<file path="config.mk">
export PLATFORM = sky130hd
export DESIGN_NAME = xo8_lane
export DESIGN_NICKNAME = d
export VERILOG_FILES = /design/src/rtl/xoshiro256_eight_lane_generator_defines.svh /design/src/rtl/xo8_pkg.sv /design/src/rtl/xo8_lane.sv
export SDC_FILE = /design/constraint.sdc
export NUM_CORES = 1
export LEC_CHECK = 0
export BUFFER_PORTS_ARGS = -buffer_cell sky130_fd_sc_hd__buf_2
export CELL_PAD_IN_SITES_DETAIL_PLACEMENT = 0
export CELL_PAD_IN_SITES_GLOBAL_PLACEMENT = 1
export CORE_MARGIN = 5
export CORE_UTILIZATION = 45
export CTS_CLUSTER_DIAMETER = 150
export DETAILED_ROUTE_END_ITERATION = 7
export PLACE_DENSITY_LB_ADDON = 0.1
export SETUP_SLACK_MARGIN = 0.5
export SYNTH_ARGS = -nofsm -noshare
export SYNTH_HDL_FRONTEND = slang
export SYNTH_SLANG_ARGS = --single-unit
export TNS_END_PERCENT = 5
</file>
<file path="constraint.sdc">
create_clock -name clk -period 7.9 [get_ports clk]
set_input_delay 0.79 -clock clk [delete_from_list [all_inputs] [get_ports clk]]
set_output_delay 0.79 -clock clk [all_outputs]
set_load 0.01 [all_outputs]
</file>
<file path="src/rtl/xoshiro256_eight_lane_generator_defines.svh">
// Assertion helpers used by the top-level generator.
`ifndef XOSHIRO256_EIGHT_LANE_GENERATOR_DEFINES_SVH
`define XOSHIRO256_EIGHT_LANE_GENERATOR_DEFINES_SVH

// cond seen at one edge implies expr at the next edge
`define XO8_ASSERT_NEXT(label, cond, expr, msg) \
    label: assert property (@(posedge clk) disable iff (!rst_n) (cond) |=> (expr)) \
        else $error(msg);

// cond implies expr at the same edge
`define XO8_ASSERT_SAME(label, cond, expr, msg) \
    label: assert property (@(posedge clk) disable iff (!rst_n) (cond) |-> (expr)) \
        else $error(msg);

`endif

</file>
<file path="src/rtl/xo8_pkg.sv">
package xo8_pkg;

    localparam int WORD_W             = 64;
    localparam int WORDS_PER_LANE     = 4;
    localparam int WORD_IDX_W         = 2;
    localparam int LANE_IDX_W         = 3;
    localparam int OUT_FIELDS         = 8;
    localparam int DEFAULT_LANE_COUNT = 8;

    // request payload layout
    localparam int LANE_LSB    = 0;
    localparam int WORD_LSB    = LANE_LSB + LANE_IDX_W;
    localparam int SEED_LSB    = WORD_LSB + WORD_IDX_W;
    localparam int IN_FIELDS_W = SEED_LSB + WORD_W;
    localparam int IN_TDATA_W  = ((IN_FIELDS_W + 7) / 8) * 8;
    localparam int OUT_TDATA_W = OUT_FIELDS * WORD_W;

    localparam int ADV_SHIFT = 17;
    localparam int ADV_ROT   = 45;
    localparam int PP_ROT    = 23;
    localparam int SS_ROT    = 7;

    typedef enum logic [1:0] {
        MODE_PLUSPLUS = 2'd0,
        MODE_STARSTAR = 2'd1,
        MODE_PLUS     = 2'd2
    } mode_t;

    typedef enum logic {
        OP_GENERATE = 1'b0,
        OP_LOAD     = 1'b1
    } opcode_t;

    typedef struct packed {
        logic                  gen;
        logic                  load;
        logic [LANE_IDX_W-1:0] lane;
        logic [WORD_IDX_W-1:0] word;
        mode_t                 mode;
    } xo8_ctrl_t;

    function automatic logic [WORD_W-1:0] rotl64(input logic [WORD_W-1:0] x,
                                                 input int unsigned k);
        return (x << k) | (x >> (WORD_W - k));
    endfunction

endpackage

</file>
<file path="src/rtl/xo8_lane.sv">
module xo8_lane #(
    parameter int LANE_ID = 0
) (
    input  logic                      clk,
    input  logic                      rst_n,
    input  xo8_pkg::xo8_ctrl_t        ctrl,
    input  logic [xo8_pkg::WORD_W-1:0] seed_value,
    output logic [xo8_pkg::WORD_W-1:0] part_a,
    output logic [xo8_pkg::WORD_W-1:0] part_b
);
    import xo8_pkg::*;

    logic [WORD_W-1:0] s_reg  [WORDS_PER_LANE];
    logic [WORD_W-1:0] s_next [WORDS_PER_LANE];
    logic [WORD_W-1:0] part_a_reg;
    logic [WORD_W-1:0] part_a_next;
    logic [WORD_W-1:0] part_b_reg;
    logic              lane_sel;

    assign lane_sel = (32'(ctrl.lane) == LANE_ID);

    always_comb
    begin
        s_next = s_reg;
        if (ctrl.gen)
        begin
            s_next[0] = s_reg[0] ^ s_reg[1] ^ s_reg[3];
            s_next[1] = s_reg[1] ^ s_reg[2] ^ s_reg[0];
            s_next[2] = (s_reg[1] << ADV_SHIFT) ^ s_reg[2] ^ s_reg[0];
            s_next[3] = rotl64(s_reg[1] ^ s_reg[3], ADV_ROT);
        end
        else if (ctrl.load && lane_sel)
        begin
            s_next[ctrl.word] = seed_value;
        end
    end

    always_ff @(posedge clk or negedge rst_n)
    begin
        if (!rst_n)
        begin
            for (int w = 0; w < WORDS_PER_LANE; w++)
            begin
                s_reg[w] <= '0;
            end
        end
        else
        begin
            s_reg <= s_next;
        end
    end

    // first half of the scrambler: the wide add (or times five for star-star)
    always_comb
    begin
        case (ctrl.mode)
            MODE_STARSTAR: part_a_next = s_reg[1] + (s_reg[1] << 2);
            default:       part_a_next = s_reg[0] + s_reg[3];
        endcase
    end

    always_ff @(posedge clk)
    begin
        if (ctrl.gen)
        begin
            part_a_reg <= part_a_next;
            part_b_reg <= s_reg[0];
        end
    end

    assign part_a = part_a_reg;
    assign part_b = part_b_reg;

endmodule

</file>
==> impl_metrics.json, run 1 <==
{
  "outcome": "complete, no violations",
  "rrSetupSlack_ns": 3.13,
  "path_delay_family": "compound AO/OA/AOI/OAI gates",
  "slowest_delay_ns": 0.62,
  "clock_latency_ns": 0.61,
  "die_x_microns": 251.4,
  "fin_crit_sh_pct": 60.42,
  "grt_max_degree": 133,
  "maxSlewViolCount": 0,
  "start_util_pct": 45.45,
  "worstMarginPinSlew_ns": 1.133,
  "grt_use_total_pct": 29.68,
  "dp_hpwl_microns": 72380,
  "fmax_mhz": 209.5,
  "die_area_sq_um": 63200,
  "drc_errors": 0,
  "yosys_warnings": 0,
  "syn_inst": 2791,
  "setup-tns-final_ns": 0,
  "wire_per_inst_microns": 26.04,
  "die_h_microns": 251.4,
  "syn_area_sq_um": 26220,
  "synth_top_cell_by_area": "dfrtp_1",
  "gp_congestion": 0.9503,
  "grt_remaining_overflow": 0,
  "path_buf_inv": 0,
  "grt_pass1_vias": 21480,
  "synthArstFlopShare_pct": 66.67,
  "drt_iter0_drc": 1902,
  "vias_per_cell": 5.970,
  "firstDrtPassIters": 5,
  "slowest_stage": "a211oi_1",
  "cts_tree": "yes",
  "clockBufferDepth": 3,
  "grt_pass1_wl_microns": 142700,
  "crit_arrival_ns": 5.08,
  "rows": 88,
  "timing.final.hold_violations": 0,
  "holdWs_ns": 0.1679,
  "clock_sinks": 384,
  "ant_nets": 0,
  "finalClockSkew_ns": 0.03494,
  "finalNetCount": 3104,
  "drive_gt1_share_pct": 10.82,
  "cp-start-kind": "flop",
  "relSlewSlack_pct": 24.47,
  "holdBufCountCts": 0,
  "antenna_found_initial": 7,
  "clk_pin_slew_ns": 0.06,
  "crit_fanout": 6,
  "largest_reg_flops": 256,
  "postCtsSetupBuffers": 0,
  "ys_seq_elements": 384,
  "cap_violations": 0,
  "synth_edf_count": 128,
  "drt_wl_total_microns": 96510,
  "min_path_type": "in -> async",
  "area_growth_pct": 11.83,
  "dp.cells": 3619,
  "ctsRootBufferMaster": "clkbuf_16",
  "worstSetupPathType": "reg -> reg",
  "required_ns": 8.21,
  "dpl-instance-area_sq_um": 27760,
  "numPortBuffers": 202,
  "crit_chain": "ha_1 > fa_1 > a211oi_1 > o211ai_1 > a21boi_1 > o2111ai_1 > nand3_1 > a311oi_1 > o31a_1 > o21ai_1 > a211o_1 > xnor2_1 > mux2i_1",
  "setup_viol": 0,
  "min_period_ns": 4.773,
  "yosys.area.top_type_share_pct": 24.43,
  "ys_seq_area_share_pct": 39.09,
  "multiInputGateArea_sq_um": 15250,
  "final_cell_area_sq_um": 29320,
  "layout.cells.non_filler": 3706,
  "synth.area.top_cells": "dfrtp_1 (24%), edfxtp_1 (15%), xnor2_1 (10%), ha_1 (5.9%), a21oi_1 (5.8%)",
  "regArea_sq_um": 10250,
  "cts.repair.resized": 0,
  "synth_nets": 2992,
  "n_fill_cell": 5518,
  "cts_made_buffers": 47,
  "yosysUniqueCellTypes": 71,
  "rsz0062_at_grt": "no",
  "vias": 22120,
  "avgSynthCellArea_sq_um": 9.395,
  "coreArea_sq_um": 57700,
  "ios": 203,
  "htree_levels": 2,
  "crit_path_end_kind": "flop",
  "ys.flop_type": "dfrtp_1"
}
per-stage QoR:
step | setup WS [ns] | util [%]
2_1_floorplan | 4.428 | -
3_3_place_gp | 3.283 | 48.12
3_5_place_dp | 3.224 | 48.12
4_1_cts | 3.190 | 50.82
5_1_grt | 2.966 | 50.83
6_report | 3.127 | 50.83
synthesized netlist by cell type, types with 3 or more instances:
master / instances
xnor2_1: 311
a21oi_1: 305
dfrtp_1: 256
nand2_1: 253
o21ai_0: 220
a211oi_1: 141
xor2_1: 133
mux2i_1: 131
edfxtp_1: 128
clkbuf_1: 124
ha_1: 124
nor2_1: 103
a21o_1: 79
nor2b_1: 76
and2_1: 45
nand4_1: 38
and3_1: 33
nand3_1: 31
inv_1: 29
o21bai_1: 26
buf_2: 20
o21a_1: 19
nor3_1: 16
nand2b_1: 12
o211ai_1: 12
a31oi_1: 11
buf_1: 9
nor4_1: 7
a211o_1: 6
a21boi_0: 6
clkbuf_2: 5
o221ai_1: 5
o31ai_1: 5
a221o_1: 4
nor3b_1: 4
o21ai_1: 4
or4_1: 4
a2111o_1: 3
a21oi_2: 3
a221oi_1: 3
a41oi_1: 3
buf_4: 3
o41ai_1: 3
or3_1: 3
path summary, 6_finish.rpt:
| check | startpoint | to | depth (start not counted) |
|---|---|---|---|
| setup reg to reg | s_reg[128]$_DFFE_PN0P_ | part_a[56]$_DFFE_PP_ | 13 |
| setup / recovery | s_reg[128]$_DFFE_PN0P_ | part_a[56]$_DFFE_PP_ | 13 |
| max in group asynchronous | rst_n | s_reg[178]$_DFFE_PN0P_ | 2 |
| hold reg to reg | s_reg[255]$_DFFE_PN0P_ | part_b[63]$_DFFE_PP_ | 0 |
| min in group clk | seed_value[5] | s_reg[69]$_DFFE_PN0P_ | 3 |
| hold / removal | rst_n | s_reg[72]$_DFFE_PN0P_ | 1 |
layer usage:
metal | up-vias | track usage, % | wire [microns]
met4 | 8 | 7.251 | 2571
li1 | 10270 | - | -
met1 | 11020 | 44.10 | 45090
met5 | - | 0 | 48
met3 | 123 | 4.749 | 6399
met2 | 697 | 45.60 | 42390
logic make-up (layout without fill, tap and decap cells):
group,count (synthesis),in the layout,share of synthesized area (%)
XOR/XNOR,444,444,14.83
flip-flops,384,384,39.09
multiplexers,132,132,5.043
AO/OA/AOI/OAI,880,880,20.44
AND/OR/NAND/NOR,635,635,11.65
adder cells (fa/ha/maj),126,126,6.069
buffers and inverters,190,338,2.882
other,0,2,0
placed cells by master, fill, tap and decap left out, types with 5 or more instances in the layout:
cell / count
inv_1: 29
ha_1: 124
nor3_1: 15
o211ai_1: 12
dfrtp_1: 256
mux2i_1: 131
o221ai_1: 5
a211o_1: 6
a31oi_1: 11
buf_2: 200
a21o_1: 79
xor2_1: 133
o21a_1: 19
nor4_1: 7
clkbuf_8: 5
a21oi_1: 305
xnor2_1: 311
o21bai_1: 26
nand4_1: 38
nand3_1: 31
nor2_1: 101
clkbuf_1: 14
nand2_1: 253
clkbuf_16: 49
and2_1: 45
edfxtp_1: 128
clkinv_2: 5
nand2b_1: 11
o31ai_1: 5
a211oi_1: 141
a21boi_0: 6
nor2b_1: 75
o21ai_0: 220
buf_4: 22
and3_1: 33
layout make-up:
cell class              count  share of cell area (%)
multi-input cells        2217                   52.00
flip-flops and latches    384                   34.95
clock buffers              68                   4.595
repair buffers            224                   4.079
well taps                 765                   3.264
clock inverters            17                  0.7168
inverters                  29                  0.3712
diodes                      2                 0.01707
Power of run 1 is left out: the tool's default activity adds up to more than one toggle a clock period on the data nets, which glitch-free logic cannot reach.
==> inputs of run 2 (changes only) <==
--- a/config.mk
+++ b/config.mk
@@ -5,11 +5,12 @@
 export SDC_FILE = /design/constraint.sdc
 export NUM_CORES = 1
 export LEC_CHECK = 0
+export ABC_AREA = 1
 export BUFFER_PORTS_ARGS = -buffer_cell sky130_fd_sc_hd__buf_2
 export CELL_PAD_IN_SITES_DETAIL_PLACEMENT = 0
 export CELL_PAD_IN_SITES_GLOBAL_PLACEMENT = 1
 export CORE_MARGIN = 5
-export CORE_UTILIZATION = 45
+export CORE_UTILIZATION = 40
 export CTS_CLUSTER_DIAMETER = 150
 export DETAILED_ROUTE_END_ITERATION = 7
 export PLACE_DENSITY_LB_ADDON = 0.1
==> constraint.sdc (replaced) <==
create_clock -name clk -period 4 [get_ports clk]
set_input_delay 0.4 -clock clk [delete_from_list [all_inputs] [get_ports clk]]
set_output_delay 0.4 -clock clk [all_outputs]
set_load 0.01 [all_outputs]
==> run 2 against run 1 <==
Compared with the run above: cell area increased by 17%; register-to-register slack worse by 2.3 ns; critical path depth did not move; synthesized cell count up 67%; critical endpoint is now part_a[61]$_DFFE_PP_; clock skew is 0.013 ns lower; hold slack got worse by 0.066 ns; synthesized area rose by 16%; sequential share of layout area decreased by 5.1 points; wire length is 38% higher; sequential cell count did not move; fmax up 49%; core utilization down 5.5 points; critical path type unchanged.
==> impl_metrics.json, run 2 <==
{
  "dp_hpwl_microns": 105300,
  "relSlewSlack_pct": 35.95,
  "setup_viol": 0,
  "crit_chain": "buf_4 > ha_1 > nand2_1 > nor2_1 > inv_1 > nor3_1 > nand2_1 > nor3_1 > nand2_1 > nand2_1 > nand2_1 > nand3_1 > nand2_1",
  "synth_nets": 4875,
  "fmax_mhz": 313.1,
  "die_x_microns": 286.1,
  "yosys_warnings": 0,
  "die_h_microns": 286.1,
  "dpl-instance-area_sq_um": 32790,
  "cts_made_buffers": 47,
  "timing.final.hold_violations": 0,
  "final_cell_area_sq_um": 34350,
  "ant_nets": 0,
  "yosys.area.top_type_share_pct": 21.01,
  "firstDrtPassIters": 6,
  "crit_fanout": 6,
  "drive_gt1_share_pct": 7.647,
  "grt_remaining_overflow": 0,
  "maxSlewViolCount": 0,
  "post-synth-top-count-cell": "nand2_1",
  "path_buf_inv": 2,
  "grt_max_degree": 109,
  "gp_congestion": 1.007,
  "ys_top_cells_by_count": "nand2_1 (1577), inv_1 (843), nor2_1 (487), dfrtp_1 (256), nand3_1 (198)",
  "path_delay_family": "simple AND/OR/NAND/NOR gates",
  "drt_wl_total_microns": 132700,
  "wire_per_inst_microns": 22.56,
  "drc_errors": 0,
  "holdWs_ns": 0.1017,
  "required_ns": 4.37,
  "syn_inst": 4674,
  "regArea_sq_um": 10250,
  "ios": 203,
  "vias_per_cell": 5.270,
  "rows": 101,
  "n_antenna_cell": 0,
  "ctsRootBufferMaster": "clkbuf_16",
  "synth_simple_gate_area_share_pct": 31.56,
  "finalPower_w": 0.03144,
  "worstMarginPinSlew_ns": 0.9539,
  "crit_top_cell": "nand2_1",
  "cap_violations": 0,
  "min_path_type": "in -> reg",
  "start_util_pct": 40.22,
  "ir_worst_vdd_mv": 0.3644,
  "synthMuxAreaShare_pct": 0.5539,
  "worstSetupPathType": "reg -> reg",
  "setup-tns-final_ns": 0,
  "n_fill_cell": 8161,
  "synth_compound_area_share_pct": 11.35,
  "synth_xor_area_share_pct": 5.629,
  "cts_tree": "yes",
  "slowest_stage": "dfrtp_1",
  "die_area_sq_um": 81860,
  "min_period_ns": 3.194,
  "cp-start-kind": "flop",
  "synth_top_family_by_area": "simple AND/OR/NAND/NOR gates",
  "synthArstFlopShare_pct": 66.67,
  "place_ws_ns": 0.8822,
  "synth.area.top_cells": "dfrtp_1 (21%), nand2_1 (19%), edfxtp_1 (13%), inv_1 (10%), nor2_1 (6.0%)",
  "p_leak_nw": 18.55,
  "ys_seq_elements": 384,
  "clock_sinks": 384,
  "ys_seq_area_share_pct": 33.61,
  "grt_use_total_pct": 31.53,
  "htree_levels": 2,
  "grt_pass1_vias": 29040,
  "rsz0062_at_grt": "no",
  "drt_iter0_drc": 2784,
  "finalNetCount": 5067,
  "antenna_found_initial": 7,
  "power_density_nw_per_um2": 915.4,
  "area_growth_pct": 12.63,
  "fin_crit_sh_pct": 79.85,
  "final_common_cell": "nand2_1",
  "largest_reg_flops": 256,
  "clock_latency_ns": 0.62,
  "synth_edf_count": 128,
  "multiInputGateArea_sq_um": 16610,
  "yosysUniqueCellTypes": 38,
  "finalClockSkew_ns": 0.02223,
  "numPortBuffers": 202,
  "cts.repair.resized": 0,
  "synth_top_cell_by_area": "dfrtp_1",
  "crit_arrival_ns": 3.56,
  "setup_ws_ns": 0.8058,
  "grt_pass1_wl_microns": 192200,
  "outcome": "complete, no violations",
  "clk_pin_slew_ns": 0.06,
  "ys.flop_type": "dfrtp_1",
  "avgSynthCellArea_sq_um": 6.524,
  "syn_area_sq_um": 30490,
  "clockBufferDepth": 3,
  "layout_common_cells": "nand2_1 (1573), inv_1 (842), nor2_1 (483)",
  "synthAdderAreaFrac_pct": 5.219,
  "coreArea_sq_um": 75820,
  "crit_path_end_kind": "flop",
  "vias": 31000,
  "slowest_delay_ns": 0.56
}
-- run 2: changes by cell type in the layout (fill, tap and decap cells not counted), moves of 141 or more --
cell      delta
a211oi_1   -141
inv_1      +813
xnor2_1    -290
nand3_1    +167
a21oi_1    -147
nand2_1   +1320
nor2_1     +382
-- run 2: worst paths after layout --
kind / from / to / slack (ns) / cells past startpoint
worst min register to register: s_reg[81]$_DFFE_PN0P_ / s_reg[81]$_DFFE_PN0P_ / 0.54 / 2
worst min-delay path: seed_value[18] / s_reg[146]$_DFFE_PN0P_ / 0.10 / 3
worst max-delay path: s_reg[163]$_DFFE_PN0P_ / part_a[61]$_DFFE_PP_ / 0.81 / 13
worst max register to register: s_reg[163]$_DFFE_PN0P_ / part_a[61]$_DFFE_PP_ / 0.81 / 13
min in group asynchronous: rst_n / s_reg[72]$_DFFE_PN0P_ / 0.39 / 2
max in group asynchronous: rst_n / s_reg[87]$_DFFE_PN0P_ / 2.65 / 3
-- run 2: cell families (layout without fill, tap and decap cells) --
logic type,after synthesis,after routing
and+or+nand+nor,2413,2413
muxes,15,15
xor gates and xnor gates,196,196
AOI/OAI and AO/OA,583,583
DFF,384,384
buffers and inverters,957,1187
adders and majority gates,126,126
-- run 2: layer usage --
metal	global-route usage, %	vias to the layer above	part of all wire [%]	wire (microns)
met5	0	-	0.020	26
met3	5.123	188	7.8	10310
met1	44.34	14540	44	58980
met4	9.732	4	3.8	5077
li1	-	15120	-	-
met2	50.04	1150	44	58310
-- run 2: through the flow --
step / cells / util (%)
global route: 5882 / 45.30
floorplan: 4674 / -
finish: 5882 / 45.30
detailed placement: 5794 / 43.25
CTS: 5882 / 45.30
global placement: 5794 / 43.25
-- run 2: area by class of cell --
type	count	share of cell area [%]
multi-input combinational	3333	48.36
sequential	384	29.84
timing repair buffer	254	4.473
inverter	846	9.260
clock buffer	77	4.197
tap	978	3.563
clock inverter	10	0.3024
-- run 2: power by group --
group          internal (W)  switching (W)  leakage, nW
registers           0.00585        0.00270         4.26
logic               0.00602         0.0125         13.5
clock network       0.00247        0.00190        0.754
-- run 2: worst min-delay path, cell delays in order --
cell	delay, ns
buf_2	0.12
nand3_1	0.08
a31oi_1	0.08
-- run 2: repair_timing --
| item | in CTS | in global routing |
|---|---|---|
| hold buffers | 1 | 0 |
| setup buffers | 0 | 0 |
| hold endpoints to repair | 86 | 0 |
Note: power is estimated with default switching activity, not from simulation.
